[config.mk]
export PLATFORM = sky130hd
export DESIGN_NAME = c3r_mac_cell
export DESIGN_NICKNAME = d
export VERILOG_FILES = /design/src/hdl/c3r_pkg.sv /design/src/hdl/c3r_mac_cell.sv
export SDC_FILE = /design/constraint.sdc
export NUM_CORES = 1
export LEC_CHECK = 0
export BUFFER_PORTS_ARGS = -buffer_cell sky130_fd_sc_hd__buf_2
export CAP_MARGIN = 25
export CORE_AREA = 2 2 185 187
export DETAILED_ROUTE_END_ITERATION = 8
export DIE_AREA = 0 0 187 189
export PLACE_DENSITY = 0.46
export SLEW_MARGIN = 20
export SYNTH_ARGS = -nofsm -noshare
export SYNTH_HDL_FRONTEND = slang
export SYNTH_SLANG_ARGS = --single-unit
[constraint.sdc]
create_clock -name aclk -period 17.6 [get_ports aclk]
set_input_delay 0.88 -clock aclk [delete_from_list [all_inputs] [get_ports aclk]]
set_output_delay 0.88 -clock aclk [all_outputs]
set_load 0.1 [all_outputs]
[src/hdl/c3r_pkg.sv]
`timescale 1ns / 1ps
// Shared constants for the 3x3 convolution and ReLU stream core.
// Used by the line cells, the window cells and the top level; no dependencies.
package c3r_pkg;

    localparam int IMG_W      = 10;
    localparam int IMG_H      = 10;
    localparam int PIX_W      = 16;
    localparam int COEF_W     = 16;
    localparam int FRAC_W     = 8;
    localparam int KROW_W     = 3 * COEF_W;
    localparam int PROD_W     = PIX_W + COEF_W;
    localparam int ROWSUM_W   = PROD_W + 2;
    localparam int SUM_W      = PROD_W + 4;
    localparam int RESULT_W   = 15;
    localparam int POS_W      = 3;
    localparam int COL_CNT_W  = $clog2(IMG_W);
    localparam int ROW_CNT_W  = $clog2(IMG_H);
    localparam int CFG_IDX_W  = 2;

    // Register indexes of the configuration port.
    localparam logic [CFG_IDX_W-1:0] REG_KERNEL_ROW0 = 2'd0;
    localparam logic [CFG_IDX_W-1:0] REG_KERNEL_ROW1 = 2'd1;
    localparam logic [CFG_IDX_W-1:0] REG_KERNEL_ROW2 = 2'd2;

    typedef logic signed [PIX_W-1:0]  pix_t;
    typedef logic signed [COEF_W-1:0] coef_t;
    typedef logic signed [PROD_W-1:0] prod_t;

endpackage

[src/hdl/c3r_mac_cell.sv]
`timescale 1ns / 1ps
// One tap of the 3x3 window: holds a pixel, hands it to the older neighbor,
// and registers the product of the incoming pixel and its coefficient. Uses c3r_pkg.
module c3r_mac_cell (
    input  logic           aclk,
    input  logic           shift_en,
    input  c3r_pkg::pix_t  pix_in,
    input  c3r_pkg::coef_t coef,
    output c3r_pkg::pix_t  pix_out,
    output c3r_pkg::prod_t prod_out
);

    c3r_pkg::pix_t  pix_reg;
    c3r_pkg::prod_t prod_reg;

    // The product is taken from the pixel entering the tap, so it matches
    // the window as it stands after this transfer.
    always_ff @(posedge aclk) begin
        if (shift_en) begin
            pix_reg  <= pix_in;
            prod_reg <= c3r_pkg::prod_t'(pix_in) * c3r_pkg::prod_t'(coef);
        end
    end

    assign pix_out  = pix_reg;
    assign prod_out = prod_reg;

endmodule
======== Word level (Yosys, flattened, before mapping) ========
Cells that the tools add are included.
Widths: inputs -> output; s select.
word-level totals
  flip-flop bits (word level) ............. 48
  output and inout bits ................... 48
  word-level logic and storage cells ...... 3
operators by class
  multipliers ............................. 1
operators with widths
  cell            count
  $mul 16x16->32  1

======== Depth between registers and ports, before layout ========
  depth after elaboration ................. 1
  depth in mapped cells ................... 22
  mapped depth without buffers ............ 21

======== Worst setup path after synthesis ========
No wires, ideal clock.
  kind .................................... input port to flip-flop
  start point ............................. input coef[1]
  end point ............................... register prod_reg[31] (netlist: prod_out[31]) (data pin)
  arrival ................................. 6.324 ns
  required time ........................... 17.334 ns
  path slack .............................. 11.010 ns
  stages on the path ...................... 20
  path buffers ............................ 1
  cells stage by stage .................... clkbuf_1 nand2_1 inv_1 fa_1 fa_1 fa_1 fa_1 fa_1 inv_1 fa_1 inv_1 ha_1 nand3_1 a211oi_1 a22o_1 a211o_1 and3_4 a221o_1 nor4_1 nor3_1
on the way
  longest elaborated chain between the ends .. 1
RTL lines
  element               RTL line            source
  from (decl)           c3r_mac_cell.sv:8   input c3r_pkg::coef_t coef,
  $mul 16x16->32        c3r_mac_cell.sv:21  prod_reg <= c3r_pkg::prod_t'(pix_in) * c3r_pkg::prod_t'(coef);
  to (signal assigned)  c3r_mac_cell.sv:21
  to (decl)             c3r_mac_cell.sv:14  c3r_pkg::prod_t prod_reg;
No other way between the ends.
A chain may end at the register's enable or synchronous reset.

======== Worst setup path after layout ========
Ends and elaborated chain as after synthesis.

==> impl_results.html <==
<table>
<tr><th>Metric</th><th>Value</th></tr>
<tr><th colspan="2">Synthesis</th></tr>
<tr><td>Proportion of synthesized area in mux cells</td><td>0%</td></tr>
<tr><td>Post-synthesis adder-cell area fraction</td><td>55.73%</td></tr>
<tr><td>Synth unique cells</td><td>47</td></tr>
<tr><td>Yosys Warn Count</td><td>0</td></tr>
<tr><td>Main combinational cell family by area after synthesis</td><td>adder cells</td></tr>
<tr><td>Simple-gate portion of the synthesized area</td><td>13.76%</td></tr>
<tr><td>Post-synthesis compound-gate area fraction</td><td>4.381%</td></tr>
<tr><td>Share of synthesized flip-flops with an asynchronous set or reset</td><td>0%</td></tr>
<tr><td>Sequential cell area fraction in the yosys report</td><td>12.81%</td></tr>
<tr><td>Synth Instances</td><td>1125</td></tr>
<tr><td>Synthesized area per cell</td><td>10.00 µm²</td></tr>
<tr><td>Flip-flop and latch count after synthesis</td><td>48</td></tr>
<tr><td>Number of synthesized flops with an enable pin</td><td>48</td></tr>
<tr><td>Post-synth top flop</td><td>sky130_fd_sc_hd__edfxtp_1</td></tr>
<tr><td>Number of nets in the synthesized netlist</td><td>1503</td></tr>
<tr><td>Xor/xnor share of the synthesized area</td><td>2.647%</td></tr>
<tr><td>Post-Synthesis Cell Area</td><td>0.01125 mm²</td></tr>
<tr><th colspan="2">Critical path</th></tr>
<tr><td>Largest fanout of any net on the critical path</td><td>16</td></tr>
<tr><td>Crit path kind</td><td>in2reg</td></tr>
<tr><td>Data arrival at the endpoint of the critical path</td><td>6.85 ns</td></tr>
<tr><td>Required time of the critical path</td><td>17.66 ns</td></tr>
<tr><td>Element type at the critical path start</td><td>input port</td></tr>
<tr><td>Capture point of the worst path</td><td>prod_out[31]</td></tr>
<tr><td>Type of element capturing the critical path</td><td>flop</td></tr>
<tr><td>Crit path launch</td><td>coef[1]</td></tr>
<tr><th colspan="2">Finish</th></tr>
<tr><td>Final Util</td><td>36.87%</td></tr>
<tr><td>Post-Layout Cell Count</td><td>1631</td></tr>
<tr><td>Area growth from synthesis to final layout</td><td>9.041%</td></tr>
<tr><td>Ratio of cells with drive above 1 in the final layout</td><td>7.861%</td></tr>
<tr><td>Ant. Diodes</td><td>0</td></tr>
<tr><td>Number of nets at the end of the flow</td><td>1560</td></tr>
<tr><td>Number of filler cells placed in the layout</td><td>3483</td></tr>
<tr><th colspan="2">Clock tree</th></tr>
<tr><td>Cts hold-fix bufs</td><td>0</td></tr>
<tr><td>TritonCTS clock tree</td><td>built</td></tr>
<tr><td>Clock buffer count from CTS</td><td>5</td></tr>
<tr><td>Root buffer cell</td><td>sky130_fd_sc_hd__clkbuf_16</td></tr>
<tr><td>Post CTS Setup Buffer Count</td><td>0</td></tr>
<tr><td>Htree depth</td><td>2</td></tr>
<tr><td>CTS clk-pin slew, worst paths</td><td>0.08 ns</td></tr>
<tr><td>CTS sink count</td><td>48</td></tr>
<tr><td>Post-CTS resize count</td><td>0</td></tr>
<tr><td>Number of buffers between clock root and the deepest sink</td><td>2</td></tr>
<tr><th colspan="2">Detailed routing</th></tr>
<tr><td>Post-detailed-route DRC marker count</td><td>0</td></tr>
<tr><td>Post-detailed-routing wire length</td><td>27.57 mm</td></tr>
<tr><td>Initial drt markers</td><td>330</td></tr>
<tr><td>Number of nets still failing antenna checks after routing</td><td>0</td></tr>
<tr><td>Drt pass-1 iters</td><td>5</td></tr>
<tr><td>Routed wire length per instance</td><td>16.90 µm</td></tr>
<tr><td>Avg Vias per Cell</td><td>4.624</td></tr>
<tr><td>DR vias</td><td>7542</td></tr>
<tr><th colspan="2">Floorplan</th></tr>
<tr><td>Number of rows in the core area</td><td>67</td></tr>
<tr><td>Core outline area</td><td>0.03328 mm²</td></tr>
<tr><td>Horizontal extent of the die</td><td>187 µm</td></tr>
<tr><td>Initial Utilization</td><td>33.81%</td></tr>
<tr><td>IO Count</td><td>82</td></tr>
<tr><td>Chip Height</td><td>189 µm</td></tr>
<tr><td>Area of the die</td><td>0.03534 mm²</td></tr>
<tr><th colspan="2">STA</th></tr>
<tr><td>Total of endpoints with negative setup slack in the final report</td><td>0</td></tr>
<tr><td>RSZ-0062 raised after global routing</td><td>no</td></tr>
<tr><td>Period Utilization, post-route</td><td>38.59%</td></tr>
<tr><td>Fin. Hold Viols</td><td>0</td></tr>
<tr><td>Setup ws final</td><td>10.81 ns</td></tr>
<tr><td>Transition at the pin with the smallest max-transition slack</td><td>0.6845 ns</td></tr>
<tr><td>Slew HR</td><td>54.36%</td></tr>
<tr><td>Number of pins with negative max-slew slack in the final report</td><td>0</td></tr>
<tr><td>Maximum frequency from static timing analysis</td><td>147.3 MHz</td></tr>
<tr><td>Sum of negative setup slack</td><td>0 ns</td></tr>
<tr><td>Final critical delay including setup and external delays</td><td>6.791 ns</td></tr>
<tr><th colspan="2">Global route</th></tr>
<tr><td>Wire length of the first global-routing pass</td><td>45.11 mm</td></tr>
<tr><td>Vias in the first global route</td><td>8421</td></tr>
<tr><td>Remaining Overflow, GRT</td><td>0</td></tr>
<tr><td>Number of antenna violations at the first check in global routing</td><td>0</td></tr>
<tr><td>Overall Global Routing Usage</td><td>16.53%</td></tr>
<tr><td>Maximum number of pins on one net before global-route repair</td><td>49</td></tr>
<tr><th colspan="2">Min path</th></tr>
<tr><td>Class of the most critical hold timing path</td><td>in2reg</td></tr>
<tr><th colspan="2">Placed design</th></tr>
<tr><td>Placer Congestion</td><td>0.8002</td></tr>
<tr><td>Number of input and output port buffers inserted</td><td>81</td></tr>
<tr><td>Number of instances in the placed design</td><td>1623</td></tr>
<tr><td>Sum of net half-perimeters after detailed placement</td><td>22.62 mm</td></tr>
<tr><td>Post-Place Worst Slack</td><td>10.50 ns</td></tr>
<tr><th colspan="2">Status</th></tr>
<tr><td>Outcome</td><td>complete, no violations</td></tr>
<tr><th colspan="2">Job</th></tr>
<tr><td>Max_cap viols</td><td>0</td></tr>
</table>
## worst min path at each step
stage,from,cells after the start,endpoint
2_1_floorplan,pix_in[0],0,pix_out[0]
3_3_place_gp,pix_in[0],1,pix_out[0]
3_5_place_dp,pix_in[0],1,pix_out[0]
4_1_cts,pix_in[15],1,pix_out[15]
5_1_grt,pix_in[15],1,pix_out[15]
6_report,pix_in[15],1,pix_out[15]
## critical path: stages
cell	delay, ns
sky130_fd_sc_hd__buf_2	0.30
sky130_fd_sc_hd__nand2_1	0.17
sky130_fd_sc_hd__inv_1	0.16
sky130_fd_sc_hd__fa_1	0.56
sky130_fd_sc_hd__fa_1	0.85
sky130_fd_sc_hd__fa_1	0.52
sky130_fd_sc_hd__fa_1	0.51
sky130_fd_sc_hd__fa_1	0.49
sky130_fd_sc_hd__inv_1	0.05
sky130_fd_sc_hd__fa_1	0.47
sky130_fd_sc_hd__inv_1	0.04
sky130_fd_sc_hd__ha_1	0.34
sky130_fd_sc_hd__a21oi_1	0.21
sky130_fd_sc_hd__nand3b_1	0.10
sky130_fd_sc_hd__a211o_1	0.27
sky130_fd_sc_hd__and3_4	0.19
sky130_fd_sc_hd__a221o_1	0.40
sky130_fd_sc_hd__nor4_1	0.25
sky130_fd_sc_hd__nor3_1	0.08
## metrics by stage
step | hold WS [ns] | instance area, µm²
4_1_cts | 0.9604 | 12270
5_1_grt | 0.9798 | 12270
3_3_place_gp | 1.314 | 12110
3_5_place_dp | 1.313 | 12110
2_1_floorplan | 0.9789 | 11250
6_report | 0.9796 | 12270
## metal layers
metal  wire [µm]  global-route usage (%)  up-vias
met5           0                       0        -
met4         348                   3.205        0
met3         755                   1.854       17
met2       15500                   31.81      121
met1       10960                   19.87     3955
li1            -                       -     3449
## sequential cells by signal (all words and copies together), names as in the netlist
signal and flops:
pix_out 16, prod_out 32
## cell type report
class                   count  area, µm²  area share [%]
multi-input cells         757       8610           70.17
flip-flops and latches     48       1441           11.75
repair buffers             82      412.9           3.365
clock inverters             2      35.03          0.2855
well taps                 448      560.5           4.569
clock buffers               6      128.9           1.050
inverters                 288       1081           8.811
## cells in the final DEF, fill, tap and decap left out, types with 3 or more instances in the layout
master and instances:
sky130_fd_sc_hd__xnor2_1 28, sky130_fd_sc_hd__and3_1 5, sky130_fd_sc_hd__o21ai_0 10, sky130_fd_sc_hd__inv_1 288, sky130_fd_sc_hd__nand2_1 127, sky130_fd_sc_hd__o21a_1 3, sky130_fd_sc_hd__edfxtp_1 48, sky130_fd_sc_hd__a31oi_1 4
sky130_fd_sc_hd__buf_2 81, sky130_fd_sc_hd__ha_1 82, sky130_fd_sc_hd__clkbuf_16 5, sky130_fd_sc_hd__xor2_1 6, sky130_fd_sc_hd__nand2b_1 8, sky130_fd_sc_hd__a21oi_1 23, sky130_fd_sc_hd__nor3_1 3, sky130_fd_sc_hd__and2_1 124
sky130_fd_sc_hd__nor2_1 25, sky130_fd_sc_hd__fa_1 262, sky130_fd_sc_hd__a21o_1 11
## cell usage after synthesis (3+ instances only)
library cell | number | area share, %
sky130_fd_sc_hd__a21oi_1 | 23 | 1.0
sky130_fd_sc_hd__a21o_1 | 11 | 0.73
sky130_fd_sc_hd__nand2_1 | 127 | 4.2
sky130_fd_sc_hd__a31oi_1 | 4 | 0.22
sky130_fd_sc_hd__inv_1 | 288 | 9.6
sky130_fd_sc_hd__nor2_1 | 25 | 0.83
sky130_fd_sc_hd__and2_1 | 124 | 6.9
sky130_fd_sc_hd__o21a_1 | 3 | 0.20
sky130_fd_sc_hd__xnor2_1 | 28 | 2.2
sky130_fd_sc_hd__xor2_1 | 6 | 0.47
sky130_fd_sc_hd__and3_1 | 5 | 0.28
sky130_fd_sc_hd__clkbuf_1 | 29 | 0.97
sky130_fd_sc_hd__nand2b_1 | 8 | 0.44
sky130_fd_sc_hd__o21ai_0 | 10 | 0.44
sky130_fd_sc_hd__fa_1 | 262 | 47
sky130_fd_sc_hd__ha_1 | 82 | 9.1
sky130_fd_sc_hd__buf_1 | 3 | 0.10
sky130_fd_sc_hd__nor3_1 | 3 | 0.13
sky130_fd_sc_hd__edfxtp_1 | 48 | 13
## kinds of logic after synthesis
logic type,Yosys count
simple gates,306
flops,48
fa+ha+maj,344
compound gates,73
xor+xnor,34
buf+inv,320
Power is not shown: default switching activity piles up to over one toggle a cycle in this logic, so the estimate is an artifact.
