[config.mk]
export PLATFORM = sky130hd
export DESIGN_NAME = c3r_line_cell
export DESIGN_NICKNAME = d
export VERILOG_FILES = /design/src/hdl/c3r_pkg.sv /design/src/hdl/c3r_line_cell.sv
export SDC_FILE = /design/constraint.sdc
export NUM_CORES = 1
export LEC_CHECK = 0
export ABC_AREA = 1
export BUFFER_PORTS_ARGS = -buffer_cell sky130_fd_sc_hd__buf_2
export CAP_MARGIN = 20
export CORE_MARGIN = 3
export CORE_UTILIZATION = 33
export DETAILED_ROUTE_END_ITERATION = 10
export PLACE_DENSITY = 0.66
export SLEW_MARGIN = 30
export SYNTH_ARGS = -nofsm -noshare
export SYNTH_HDL_FRONTEND = slang
export SYNTH_SLANG_ARGS = --single-unit
[constraint.sdc]
create_clock -name aclk -period 0.8 [get_ports aclk]
set_clock_uncertainty 0.1 [all_clocks]
set_input_delay 0.12 -clock aclk [delete_from_list [all_inputs] [get_ports aclk]]
set_output_delay 0.12 -clock aclk [all_outputs]
set_load 0.1 [all_outputs]
[src/hdl/c3r_pkg.sv]
`timescale 1ns / 1ps
// Shared constants for the 3x3 convolution and ReLU stream core.
// Used by the line cells, the window cells and the top level; no dependencies.
package c3r_pkg;

    localparam int IMG_W      = 10;
    localparam int IMG_H      = 10;
    localparam int PIX_W      = 16;
    localparam int COEF_W     = 16;
    localparam int FRAC_W     = 8;
    localparam int KROW_W     = 3 * COEF_W;
    localparam int PROD_W     = PIX_W + COEF_W;
    localparam int ROWSUM_W   = PROD_W + 2;
    localparam int SUM_W      = PROD_W + 4;
    localparam int RESULT_W   = 15;
    localparam int POS_W      = 3;
    localparam int COL_CNT_W  = $clog2(IMG_W);
    localparam int ROW_CNT_W  = $clog2(IMG_H);
    localparam int CFG_IDX_W  = 2;

    // Register indexes of the configuration port.
    localparam logic [CFG_IDX_W-1:0] REG_KERNEL_ROW0 = 2'd0;
    localparam logic [CFG_IDX_W-1:0] REG_KERNEL_ROW1 = 2'd1;
    localparam logic [CFG_IDX_W-1:0] REG_KERNEL_ROW2 = 2'd2;

    typedef logic signed [PIX_W-1:0]  pix_t;
    typedef logic signed [COEF_W-1:0] coef_t;
    typedef logic signed [PROD_W-1:0] prod_t;

endpackage

[src/hdl/c3r_line_cell.sv]
`timescale 1ns / 1ps
// One pixel stage of the line store chain.
// Depends on c3r_pkg for the pixel type.
module c3r_line_cell (
    input  logic          aclk,
    input  logic          shift_en,
    input  c3r_pkg::pix_t pix_in,
    output c3r_pkg::pix_t pix_out
);

    c3r_pkg::pix_t pix_reg;

    always_ff @(posedge aclk) begin
        if (shift_en) begin
            pix_reg <= pix_in;
        end
    end

    assign pix_out = pix_reg;

endmodule

# Word level (Yosys, flattened, before mapping)
# Cells that the tools add are included.
[word_totals] in_bits=18 word_cells=1 reg_bits=16

# Longest topological paths before layout
# Gate-level depths: netlist of run 1.
[depth] word_depth=0 mapped_depth=0

# Worst setup path before layout of run 1
# No wires, ideal clock.
[synth_timing] kind="register -> output" from="reg pix_reg[0] (netlist: pix_out[0])" to="out pix_out[0]" stages_incl_launch_ff=1 n_path_buf=0 t_arrival_ns=0.904 setup_slack_ns=-0.324 path_cell_list="edfxtp_1"
[synth_lines] item="start: declaration" line_no="c3r_line_cell.sv:11" text="c3r_pkg::pix_t pix_reg;"
[synth_lines] item="start signal: assignment" line_no="c3r_line_cell.sv:15" text="pix_reg <= pix_in;"
[synth_lines] item="end: declaration" line_no="c3r_line_cell.sv:8" text="output c3r_pkg::pix_t pix_out"
# No word-level cell between the ends.

# Worst setup path after layout of run 1
[layout_timing] from="reg pix_reg[13] (netlist: pix_out[13])" to="out pix_out[13]"
# No word-level cell between the ends.

==> results of run 1 <==
## final cells by class
cell class / count / share of cell area
Sequential cell: 16 / 0.505
Timing Repair Buffer: 34 / 0.447
Clock buffer: 3 / 0.0237
Tap cell: 15 / 0.0197
Clock inverter: 1 / 0.00395
## cells by family after synthesis
logic type  Yosys count  synth area share
flip-flops           16              1.00
## metal layers
layer	vias up	share of wire	global-route usage
met3	0	0.092	0.0244
met4	0	0	0.0361
met2	18	0.58	0.166
li1	140	-	-
met1	127	0.33	0.0824
met5	-	0	0
## power by group
group	switching [W]	internal [W]	leakage (nW)
combinational	0.000517	0.000275	0.227
clock	0.000226	0.000180	0.0154
sequential	0.0000500	0.000999	0.157
## stage by stage
step | total power (W) | std cells | setup slack, ps | util
final | 0.00225 | 69 | -315 | 0.713
after CTS | 0.00227 | 69 | -326 | 0.713
after global placement | 0.00186 | 65 | 0.150 | 0.693
after floorplan | 0.00151 | 16 | -324 | -
after global routing | 0.00232 | 69 | -359 | 0.713
after detailed placement | 0.00187 | 65 | -15.0 | 0.693
## how the worst min path moves through the flow
stage                   to  slack (ps)  cells after the start
6_report        pix_out[8]         -80                      1
5_1_grt         pix_out[8]        -100                      1
4_1_cts        pix_out[12]         -90                      1
3_5_place_dp   pix_out[12]         200                      1
3_3_place_gp   pix_out[12]         200                      1
2_1_floorplan   pix_out[0]         120                      0
## layout by cell type (no fill, tap or decap)
| master | Yosys | routed |
|---|---|---|
| clkinv_1 | 0 | 1 |
| buf_12 | 0 | 17 |
| buf_2 | 0 | 17 |
| edfxtp_1 | 16 | 16 |
| clkbuf_4 | 0 | 3 |
==> flow_summary.toml, run 1 <==
[clock_tree]
cts_sinks = 16
numCtsBuffers = 3
cts_buffer_depth = 2
cts_tree = "built"
cts.htree.levels = 1
ctsResizeCount = 0
clock_tree.root_cell = "clkbuf_4"
postCtsSetupBuffers = 0
path_clk_slew_ps = 90

[floorplan]
dieHeight_um = 44.2
die-area_um2 = 1950
start_util = 0.360
core_um2 = 1330
ioPinCount = 34
die_w_um = 44.2
row_count = 13

[synthesis]
yosysTopAreaCell = "edfxtp_1"
synth_commonest_cells = "edfxtp_1"
async_flop_share = 0
synth_seq_area_share = 1.00
ys_warn_count = 0
synthFlopType = "edfxtp_1"
synth_top_area_frac = 1.00
avgSynthCellArea_um2 = 30.0
synth.most_common_cell = "edfxtp_1"
synthesis.nets = 34
synthTopCellsByArea = "edfxtp_1"
postSynthCellCount = 16
synth_cell_types = 1
synth_edf_count = 16
ys_ff_latch = 16
syn_area_um2 = 480

[worst_setup_path]
path_depth = 1
worstPathCellList = "buf_12"
endpoint_kind = "output pin"
startpoint = "pix_out[13]"
critPathArrivalTime_ps = 900
cp_top_family = "flip-flops"
worstSetupPathType = "reg -> out"
max_stage_delay_ps = 430
cp.required_ps = 580
critPathCapture = "pix_out[13]"
cp-start-kind = "flop"
cpMaxStageDelayCell = "edfxtp_1"
crit_buf_inv = 1
cp_max_fo = 1

[detailed_routing]
route.vias.total = 285
drtIter0Drc = 0
route.detailed.drc = 0
drtAntennaViolNets = 0
via_per_inst = 4.13
wirelength_um = 790
post_drt_wl_per_cell_um = 11.4
first_pass_iters = 1

[cells_and_area]
layout-drive-gt1-share = 0.685
stdcell_area_um2 = 951
final_nets = 73
multi_input_comb_area_um2 = 0
area_delta_synth_final_pct = 97.9
fillCellCount = 91
multi_input_comb_cells = 0
largest_reg_flops = 16
register_area_um2 = 480
diodes = 0

[sta]
relSlewSlack = 0.917
finalCritPeriodShare = 1.39
rsz0062_at_grt = "true"
tns_ps = -4840
fin_crit_ps = 1120
final_hold_viol_count = 16
drv_slew = 0
finalWorstSetupSlack_ps = -315
hold_ws_ps = -84.5
fmax_mhz = 897
tightest_slew_ps = 124
setup_viol = 16

[status]
status = "finished with violations"
violations = "negative hold slack, negative setup slack"

[placed_design]
port_buffers = 33
place_congestion = 0.583
place_area_um2 = 925

[grt]
track_usage = 0.0857
grt_max_degree = 17
overflow = 0
grt_antenna_before_repair = 0
grt_pass1_vias = 288
grt_pass1_wl_um = 1190

[pwr]
p_leak_nw = 0.399
ir_worst_vdd_uv = 1390
power.density_nw_per_um2 = 2360

[flow_run]
cap_violations = 0

[worst_hold_path]
hp-start = "pix_in[8]"
min_path_type = "in -> reg"
No activity file was read; power rests on OpenSTA's default activity.
==> inputs of run 2 (changes only) <==
--- a/config.mk
+++ b/config.mk
@@ -9,9 +9,10 @@
 export BUFFER_PORTS_ARGS = -buffer_cell sky130_fd_sc_hd__buf_2
 export CAP_MARGIN = 20
 export CORE_MARGIN = 3
-export CORE_UTILIZATION = 33
+export CORE_UTILIZATION = 37
 export DETAILED_ROUTE_END_ITERATION = 10
-export PLACE_DENSITY = 0.66
+export MAX_ROUTING_LAYER = met4
+export PLACE_DENSITY = 0.71
 export SLEW_MARGIN = 30
 export SYNTH_ARGS = -nofsm -noshare
 export SYNTH_HDL_FRONTEND = slang
==> constraint.sdc (replaced) <==
create_clock -name aclk -period 1.1 [get_ports aclk]
set_clock_uncertainty 0.1 [all_clocks]
set_input_delay 0.165 -clock aclk [delete_from_list [all_inputs] [get_ports aclk]]
set_output_delay 0.165 -clock aclk [all_outputs]
set_load 0.1 [all_outputs]
==> run 2 against run 1 <==
  * The run ends with negative setup slack left
  * Sequential cell count stayed put
  * Clock-buffer cell count stayed put
  * Hold slack better by 280 ps
  * Core utilization is 23 points higher
  * Die area is 9.4% lower
  * Setup slack better by 210 ps
  * Sequential share of layout area is 6.4 points lower
  * Global-route usage is 13 points higher
==> flow_summary.toml, run 2 (synthesis gave the netlist of run 1 again) <==
[pwr]
ir_worst_vdd_uv = 1090
total_power_w = 0.00171
p_leak_nw = 0.456
power.density_nw_per_um2 = 1570

[sta]
tightest_slew_ps = 342
relSlewSlack = 0.772
hold_ws_ps = 196
drv_slew = 0
finalCritPeriodShare = 1.10
finalWorstSetupSlack_ps = -105
setup_viol = 16
rsz0062_at_grt = "true"
fin_crit_ps = 1210
final_hold_viol_count = 0
fmax_mhz = 830

[worst_setup_path]
critPathArrivalTime_ps = 940
worstPathCellList = "buf_12"
cp.required_ps = 830
worstSetupPathType = "reg -> out"
crit_buf_inv = 1
cpMaxStageDelayCell = "edfxtp_1"
path_depth = 1
critPathCapture = "pix_out[6]"
max_stage_delay_ps = 450
startpoint = "pix_out[6]"
endpoint_kind = "output pin"
cp-start-kind = "flop"
cp_max_fo = 1
cp_top_family = "flip-flops"

[floorplan]
start_util = 0.416
die_w_um = 42.0
ioPinCount = 34
row_count = 12
die-area_um2 = 1770
core_um2 = 1160
dieHeight_um = 42.0

[clock_tree]
ctsResizeCount = 0
postCtsSetupBuffers = 0
path_clk_slew_ps = 100
cts_sinks = 16
numCtsBuffers = 3
clock_tree.root_cell = "clkbuf_4"
cts.htree.levels = 1
cts_buffer_depth = 2
cts_tree = "built"

[detailed_routing]
via_per_inst = 4.37
drtAntennaViolNets = 0
route.vias.total = 363
route.detailed.drc = 0
first_pass_iters = 4
wirelength_um = 1600
post_drt_wl_per_cell_um = 19.3
drtIter0Drc = 9

[cells_and_area]
final_nets = 88
largest_reg_flops = 16
multi_input_comb_cells = 0
final_common_cell = "buf_2"
layout.cells.most_common_list = "buf_2, dlygate4sd3_1, edfxtp_1, buf_12, clkbuf_4"
diodes = 0
multi_input_comb_area_um2 = 0
area_delta_synth_final_pct = 127
layout-drive-gt1-share = 0.522

[grt]
grt_pass1_wl_um = 2480
grt_pass1_vias = 449
track_usage = 0.215
grt_antenna_before_repair = 0
overflow = 0
grt_max_degree = 17

[flow_run]
cap_violations = 0

[worst_hold_path]
hp-start = "shift_en"
min_path_type = "in -> reg"

[placed_design]
port_buffers = 33
place_congestion = 0.597

[status]
violations = "negative setup slack"
status = "finished with violations"
-- run 2: changes by cell type in the layout (fill, tap and decap cells not counted) --
| cell | delta |
|---|---|
| dlygate4sd3_1 | +16 |
| buf_12 | -1 |
-- run 2: worst min-delay path by stage --
stage / depth (start not counted) / slack (ps) / end
floorplan: 0 / 160 / pix_out[0]
global placement: 1 / 240 / pix_out[6]
detailed placement: 1 / 240 / pix_out[10]
CTS: 1 / 200 / pix_out[2]
global route: 1 / 200 / pix_out[2]
finish: 1 / 200 / pix_out[13]
-- run 2: what timing repair did --
item	in CTS	in global routing
hold buffers	16	0
hold endpoints to repair	16	0
setup endpoints to repair	16	16
-- run 2: cell type report --
type	count	area (um2)
fillers	30	66.3
clock inverters	1	3.75
clock buffers	3	22.5
flip-flops and latches	16	480
well taps	14	17.5
repair buffers	49	566
-- run 2: per-layer routing --
layer / vias up / routed length [um] / track usage
li1: 169 / - / -
met1: 175 / 582 / 0.228
met2: 19 / 935 / 0.383
met3: 0 / 82 / 0.0472
met4: 0 / 0 / 0.0932
met5: - / 0 / -
-- run 2: where the power goes --
group / internal (W) / leakage (nW) / switching [W] / total (W)
logic: 0.000230 / 0.284 / 0.000392 / 0.000622
registers: 0.000727 / 0.157 / 0.0000429 / 0.000770
clock network: 0.000132 / 0.0154 / 0.000188 / 0.000320
-- run 2: metrics by stage --
| step | setup TNS (ps) | instances | area, um2 | worst slack, ps | util |
|---|---|---|---|---|---|
| finish | -1270 | 83 | 1090 | -105 | 0.943 |
| global route | -1820 | 83 | 1090 | -140 | 0.943 |
| CTS | -977 | 83 | 1090 | -86.5 | 0.943 |
| detailed placement | 0 | 63 | 903 | 188 | 0.781 |
| global placement | 0 | 63 | 903 | 207 | 0.781 |
| floorplan | -1100 | 16 | 480 | -69.0 | - |
==> inputs of run 3 (changes only) <==
--- a/config.mk
+++ b/config.mk
@@ -8,11 +8,13 @@
 export ABC_AREA = 1
 export BUFFER_PORTS_ARGS = -buffer_cell sky130_fd_sc_hd__buf_2
 export CAP_MARGIN = 20
+export CELL_PAD_IN_SITES_DETAIL_PLACEMENT = 0
+export CELL_PAD_IN_SITES_GLOBAL_PLACEMENT = 1
 export CORE_MARGIN = 3
-export CORE_UTILIZATION = 37
+export CORE_UTILIZATION = 29
 export DETAILED_ROUTE_END_ITERATION = 10
 export MAX_ROUTING_LAYER = met4
-export PLACE_DENSITY = 0.71
+export PLACE_DENSITY = 0.7
 export SLEW_MARGIN = 30
 export SYNTH_ARGS = -nofsm -noshare
 export SYNTH_HDL_FRONTEND = slang
==> run 3 against run 2 <==
  * Fmax is 4.4% higher
  * Sequential cell count unchanged
  * The flow still finishes with violations (negative setup slack)
  * Largest cell class unchanged
  * Sequential power down 0.9%
  * Via count is 8.3% lower
  * Critical endpoint is now pix_out[7]
  * Clock-buffer cell count did not move
  * Total power fell by 3.0%
==> flow_summary.toml, run 3 (synthesis gave the netlist of run 1 again) <==
[cells_and_area]
layout-drive-gt1-share = 0.529
layout.cells.most_common_list = "buf_2, dlygate4sd3_1, edfxtp_1, buf_12, clkbuf_4"
largest_reg_flops = 16
fin_util = 0.706
area_delta_synth_final_pct = 127
final_nets = 88
multi_input_comb_cells = 0
final_common_cell = "buf_2"
multi_input_comb_area_um2 = 0
stdcell_count = 84
diodes = 0

[worst_setup_path]
cpMaxStageDelayCell = "edfxtp_1"
critPathArrivalTime_ps = 890
cp_max_fo = 1
endpoint_kind = "output pin"
cp.required_ps = 830
worstSetupPathType = "reg -> out"
worstPathCellList = "buf_12"
cp-start-kind = "flop"
max_stage_delay_ps = 430
crit_buf_inv = 1
cp_top_family = "flip-flops"

[detailed_routing]
drtAntennaViolNets = 0
post_drt_wl_per_cell_um = 11.8
route.vias.total = 333
wirelength_um = 987
first_pass_iters = 1
via_per_inst = 3.96
drtIter0Drc = 0
route.detailed.drc = 0

[sta]
rsz0062_at_grt = "true"
drv_slew = 0
final_hold_viol_count = 0
fmax_mhz = 866
relSlewSlack = 0.784
finalWorstSetupSlack_ps = -55.0
fin_crit_ps = 1150
setup_viol = 16
tightest_slew_ps = 323
finalCritPeriodShare = 1.05

[grt]
overflow = 0
grt_pass1_vias = 379
grt_pass1_wl_um = 1520
grt_max_degree = 17
track_usage = 0.112
grt_antenna_before_repair = 0

[clock_tree]
cts.htree.levels = 1
clock_tree.root_cell = "clkbuf_4"
path_clk_slew_ps = 80
cts_tree = "built"
cts_buffer_depth = 2
numCtsBuffers = 3
cts_sinks = 16

[flow_run]
cap_violations = 0

[placed_design]
placed_cells = 65
place_congestion = 0.594
port_buffers = 33

[floorplan]
row_count = 14
die-area_um2 = 2180
dieHeight_um = 46.7
die_w_um = 46.7
start_util = 0.312
ioPinCount = 34
core_um2 = 1540

[pwr]
ir_worst_vdd_uv = 829
p_leak_nw = 0.454
total_power_w = 0.00166
power.density_nw_per_um2 = 1530

[status]
violations = "negative setup slack"
status = "finished with violations"

[worst_hold_path]
min_path_type = "in -> reg"
## run 3: report_power, final
part / switching [W] / total [W] / internal [W]
Sequential: 0.0000366 / 0.000763 / 0.000727
Combinational: 0.000382 / 0.000612 / 0.000230
Clock: 0.000158 / 0.000285 / 0.000127
Total: 0.000577 / 0.00166 / 0.00108
## run 3: layer usage
layer / wire length (um) / up-vias / global-route usage
li1: - / 168 / -
met1: 347 / 147 / 0.115
met2: 569 / 16 / 0.176
met3: 54 / 2 / 0.0352
met4: 15 / 0 / 0.0829
met5: 0 / - / -
## run 3: repair_timing
| action | 4_1_cts | 5_1_grt |
|---|---|---|
| resized for setup | 0 | 0 |
| endpoints found under the setup margin | 16 | 16 |
| pin swaps | 0 | 0 |
| hold buffers | 16 | 0 |
| hold endpoints to repair | 16 | 0 |
| setup buffers | 0 | 0 |
## run 3: cell type report
type / instances / area, um2
timing repair buffer: 49 / 566
sequential: 16 / 480
fill: 97 / 453
clock buffer: 3 / 22.5
tap: 16 / 20.0
## run 3: path summary, 6_finish.rpt
check / from / depth (start not counted) / end
min: shift_en / 1 / pix_out[13]
max: pix_out[7] / 1 / pix_out[7]
## run 3: metrics by stage
stage	area (um2)	TNS [ps]	worst slack [ps]	hold slack, ps
floorplan	480	-1100	-69.0	164
global placement	906	0	196	241
detailed placement	906	0	180	243
CTS	1090	-1030	-73.6	203
global route	1090	-1400	-105	206
finish	1090	-766	-55.0	200
